<file path="src/hw/rtl/cpubd_modidx.sv">
// Two-stage offset-modulo-depth unit: reciprocal multiply, then correction.
module cpubd_modidx #(
    parameter int DEPTH  = 2048,
    parameter int IN_W   = 13,
    parameter int IDX_W  = 11
) (
    input  logic             clk,
    input  logic [IN_W-1:0]  value,
    output logic [IDX_W-1:0] index
);

    localparam int L     = $clog2(DEPTH);
    localparam int S     = 2 * IN_W;
    localparam int M_W   = S - L + 2;
    localparam int Q_W   = IN_W - L + 2;
    localparam int P_W   = IN_W + M_W;
    localparam longint unsigned MULT_FULL = (64'd1 << S) / DEPTH;
    localparam logic [M_W-1:0]  MULT      = M_W'(MULT_FULL);
    localparam logic [IN_W:0]   DEPTH_X   = (IN_W + 1)'(DEPTH);

    logic [P_W-1:0]   prod;
    logic [Q_W-1:0]   quot_reg;
    logic [IN_W-1:0]  value_reg;
    logic [IN_W:0]    back;
    logic [IN_W:0]    diff;
    logic [IN_W:0]    rem;
    logic [IDX_W-1:0] index_reg;

    // Quotient estimate, low by at most one
    assign prod = P_W'(value) * P_W'(MULT);

    always_ff @(posedge clk)
    begin
        quot_reg  <= prod[S +: Q_W];
        value_reg <= value;
    end

    // Remainder with one correction step
    assign back = (IN_W + 1)'(quot_reg) * DEPTH_X;
    assign diff = {1'b0, value_reg} - back;
    assign rem  = (diff >= DEPTH_X) ? (diff - DEPTH_X) : diff;

    always_ff @(posedge clk)
    begin
        index_reg <= rem[IDX_W-1:0];
    end

    assign index = index_reg;

endmodule
</file>
<file path="config.mk">
export PLATFORM = sky130hd
export DESIGN_NAME = cpubd_modidx
export DESIGN_NICKNAME = d
export VERILOG_FILES = /design/src/hw/rtl/cpubd_modidx.sv
export SDC_FILE = /design/constraint.sdc
export NUM_CORES = 1
export LEC_CHECK = 0
export BUFFER_PORTS_ARGS = -buffer_cell sky130_fd_sc_hd__buf_2
export CAP_MARGIN = 15
export CORE_AREA = 3 3 40 42
export CTS_CLUSTER_DIAMETER = 150
export DETAILED_ROUTE_END_ITERATION = 7
export DIE_AREA = 0 0 43 45
export SYNTH_ARGS = -nofsm -noshare
export SYNTH_HDL_FRONTEND = slang
export SYNTH_SLANG_ARGS = --single-unit
</file>
<file path="constraint.sdc">
create_clock -name clk -period 0.8 [get_ports clk]
set_input_delay 0.04 -clock clk [delete_from_list [all_inputs] [get_ports clk]]
set_output_delay 0.04 -clock clk [all_outputs]
set_load 0.05 [all_outputs]
</file>
==> run metrics, run 1 <==
WP buf/inv 1; crit path time final 0.823 ns; antenna violations before repair 0; Clk Latency, worst-skew pair 0.29 ns; area grow syn2layout 88.4%; multi-input logic area 0 um^2; worst hold endpoint index[4]; clock skew 0.00156 ns; max_slew headroom 0.925; number of global-route vias before repair 305; sequential fraction of the synthesis area 1.00; period utilization 1.03; DR pass1 iterations 2; Routed WL per cell 9.86 um; diode count 0; Mapped Nets 36; postcts setup bufs 0; largest net degree at the start of global routing 14; global route overflow 0; failing checks setup timing; reg2reg path depth 0; post-synthesis cell count 22; RSZ-0062 raised after global routing true; Die X 43 um; Hold Path Class reg -> reg; pwr dens ~2700 mW/mm^2; Die Height 45 um; setup ws final -0.0230 ns; slowest cell delay on critical path between 0.3 and 0.4 ns; Initial Util 0.343; synthesized area per cell 20.0 um^2; Crit. Startpoint index[6]; Setup crit end kind output port; Routed Wire Length 730 um; Hold Vio Cnt, Final 0; total power 2230 uW; max-cap violations 0; first-pass GRT wire length 1.17 mm; hold path cells 0; Cell Area, Synth 440 um^2; nets 74; CTS Buf Count 3; Root Buffer clkbuf_4; Max Transition Viols Final 0; CP max FO 1; Vias/cell 3.74; Worst-Margin Slew 0.112 ns; gr usage total 0.0883; Reg2Reg Capture Point index[1]; Final GP Congestion between 0.5 and 0.6; Starting DRT DRC Count 1; H-tree level count 1; Critical Path RT 0.76 ns; Critical R2R Launch value_reg[1]; CP max stage cell dfxtp_2; Synth cell types 1; Hold WS 0.333 ns; Max Fclk 1220 MHz; Lkg Pwr 0.000375 uW; num rows 13; IO Count 25; DR vias about 280; Sink Count 22; most frequent cells in the layout dlygate4sd3_1 (11), dfxtp_2 (11), buf_2 (11), dfxtp_1 (11), buf_6 (7); die area 0.00194 mm^2; Worst Setup Start Kind flop; final setup violating endpoints 11; YS warnings 0; family with the most delay on the worst path flip-flops; multi-input gates 0; share of cells above drive strength 1 0.627; clock slew at reported path FFs 0.11 ns; Peak VDD IR 1.70 mV; DRC 0; #FFs+latches synth 22; Setup CP Type reg -> out; Worst Path Arrival 0.78 ns; CORE AREA ~0.0013 mm^2; status complete, but fails checks; number of I/O port buffers 22; CTS tree yes; hold_sp value_reg[4]; antenna violation net count after detailed routing 0; worst-case clock buffer depth 2; worst-path cell chain buf_8; reg-to-reg slack, setup 0.38 ns
repair_timing:
item,in CTS,in global routing
hold buffers,11,0
endpoints found under the setup margin,11,11
endpoints found under the hold margin,11,0
gates resized for setup,34,3
metrics by stage:
stage,TNS [ns],instances,utilization,setup WS (ns),cell area (um^2)
6_report,-0.203,74,0.646,-0.0230,830
5_1_grt,-0.668,74,0.646,-0.0704,830
4_1_cts,-0.422,74,0.637,-0.0481,818
3_5_place_dp,0,59,0.443,0.212,569
3_3_place_gp,0,59,0.443,0.225,569
2_1_floorplan,0,22,-,0.173,440
power breakdown:
group | switching, uW | leakage, uW | total, uW | internal [uW]
clock | 303 | 0.0000279 | 808 | 506
combinational | 127 | 0.000161 | 243 | 116
sequential | 20.3 | 0.000186 | 1180 | 1160
total | 450 | 0.000375 | 2230 | 1780
how the worst max path moves through the flow:
stage               endpoint  slack, ns  cells after the start
detailed placement  index[5]       0.21                      1
finish              index[6]      -0.02                      1
floorplan           index[0]       0.17                      0
CTS                 index[5]      -0.05                      1
global route        index[6]      -0.07                      1
global placement    index[8]       0.22                      1
area by class of cell:
type	count	area (um^2)
clock buffer	3	22.5
clock inverter	1	30.0
fill	94	455
sequential	22	454
tap	15	18.8
timing repair buffer	33	304
cell families (layout without fill, tap and decap cells):
group    count (synthesis)  after routing  synth area share
buf+inv                  0             37                 0
flops                   22             22              1.00
per-layer routing:
metal  routed length, um  GRT usage
met2                 441      0.189
met5                   0          0
met4                   0     0.0542
met1                 238     0.0596
met3                  49     0.0359
cells in the mapped netlist:
master / number / area, um^2
dfxtp_1: 22 / 440
(Power assumes the default switching activity.)
==> inputs of run 2 (changes only) <==
--- a/config.mk
+++ b/config.mk
@@ -7,10 +7,11 @@
 export LEC_CHECK = 0
 export BUFFER_PORTS_ARGS = -buffer_cell sky130_fd_sc_hd__buf_2
 export CAP_MARGIN = 15
-export CORE_AREA = 3 3 40 42
+export CORE_AREA = 2 2 39 41
 export CTS_CLUSTER_DIAMETER = 150
 export DETAILED_ROUTE_END_ITERATION = 7
-export DIE_AREA = 0 0 43 45
+export DIE_AREA = 0 0 41 43
+export GPL_TIMING_DRIVEN = 0
 export SYNTH_ARGS = -nofsm -noshare
 export SYNTH_HDL_FRONTEND = slang
 export SYNTH_SLANG_ARGS = --single-unit
==> constraint.sdc (replaced) <==
create_clock -name clk -period 0.8 [get_ports clk]
set_input_delay 0.04 -clock clk [delete_from_list [all_inputs] [get_ports clk]]
set_output_delay 0.04 -clock clk [all_outputs]
set_load 0.01 [all_outputs]
==> run 2 against run 1 <==
Effect of this change:
- the run now ends clean
- maximum frequency is 5.6% higher
- first-iteration DRC count grew 100%
- clock power is 29% lower
- count of clock-buffer cells in the layout grew 1
- utilization is 11 points lower
- register-to-register slack gained 0.02 ns
- non-clock buffer count is the same
- sequential power about the same
- final cell count grew 1.4%
- via count decreased by 2.2%
- sequential share of layout area increased by 5.3 points
- worst setup slack gained 0.044 ns
- critical endpoint is now index[10]
- largest cell class unchanged
- largest power group unchanged
- highest routed layer unchanged
==> run metrics, run 2 (synthesized netlist as in run 1, its figures left out) <==
Die X 41 um; filler instances around 120; CP max stage cell dfxtp_1; H-tree level count 1; Die Height 43 um; antenna violation net count after detailed routing 0; slowest cell delay on critical path 0.32 ns; clock slew at reported path FFs 0.11 ns; Place WS around 0.35 ns; clock skew 0.000617 ns; Hold Path Class reg -> reg; pwr dens 2520 mW/mm^2; Routed Wire Length 660 um; CTS tree yes; DR vias 271; Max Fclk 1280 MHz; first-pass GRT wire length 959 um; area grow syn2layout 67.9%; Initial Util 0.318; Max Transition Viols Final 0; CTS Buf Count 3; Peak VDD IR 1.09 mV; diode count 0; final setup violating endpoints 0; Vias/cell 3.61; Hold Vio Cnt, Final 0; Sink Count 22; Worst Setup Start Kind flop; max-cap violations 0; global route overflow 0; crit path time final 0.779 ns; Routed WL per cell 8.80 um; Lkg Pwr 0.000346 uW; Clk Latency, worst-skew pair 0.29 ns; setup tns final 0 ns; Starting DRT DRC Count 2; Critical Path RT 0.76 ns; largest net degree at the start of global routing 13; gr usage total 0.0886; worst-path cell chain buf_2; IO Count 25; max_slew headroom 0.927; CORE AREA 0.00138 mm^2; WP buf/inv 1; status finished clean; most frequent cells in the layout dfxtp_1 (19), buf_2 (19), dlygate4sd3_1 (11); Worst-Margin Slew 0.110 ns; multi-input gates 0; Final GP Congestion between 0.5 and 0.6; Worst Path Arrival 0.74 ns; number of global-route vias before repair 270; DRC 0; Root Buffer clkbuf_4; num rows 14; DR pass1 iterations 3; FF/Latch Area 444 um^2; RSZ-0062 raised after global routing true; worst-case clock buffer depth 2; number of I/O port buffers 22; nets 74; period utilization 0.974; setup ws final 0.0209 ns; share of cells above drive strength 1 0.492; family with the most delay on the worst path flip-flops; CP max FO 1; antenna violations before repair 0; Setup crit end kind output port; multi-input logic area 0 um^2; Setup CP Type reg -> out; die area 0.00176 mm^2
[run 2: area by class of cell]
type                  count  area share
Timing Repair Buffer     33       0.323
Tap cell                 16      0.0271
Clock buffer              4      0.0491
Sequential cell          22       0.601
[run 2: per-stage QoR]
stage | hold slack [ns] | total power, uW | util | instances | cell area, um^2
after floorplan | 0.0677 | 1210 | - | 22 | 440
after global placement | 0.143 | 1250 | 0.412 | 60 | 571
after detailed placement | 0.144 | 1260 | 0.412 | 60 | 571
after CTS | 0.341 | 1870 | 0.518 | 75 | 717
after global routing | 0.344 | 1940 | 0.534 | 75 | 739
final | 0.335 | 1860 | 0.534 | 75 | 739
[run 2: path summary, 6_finish.rpt]
check	start	endpoint	slack (ns)	cells past startpoint
max	index[10]	index[10]	0.02	1
min	value_reg[0]	index[0]	0.34	0
max reg2reg	value_reg[5]	index[5]	0.40	0
min reg2reg	value_reg[0]	index[0]	0.34	0
[run 2: power by group]
part           total, uW  internal (uW)  switching, uW
combinational        117           80.9           36.3
clock                575            277            298
sequential          1170           1160           13.1
[run 2: layer usage]
metal,global-route usage,up-vias,share of wire
li1,-,140,-
met1,0.0774,121,0.37
met2,0.144,10,0.58
met3,0.0314,0,0.052
met4,0.0800,0,0
met5,0,-,0
[run 2: repair_timing]
action	4_1_cts	5_1_grt
hold endpoints to repair	11	0
endpoints found under the setup margin	0	10
hold buffers	11	0
resized for setup	0	6
setup buffers	0	0
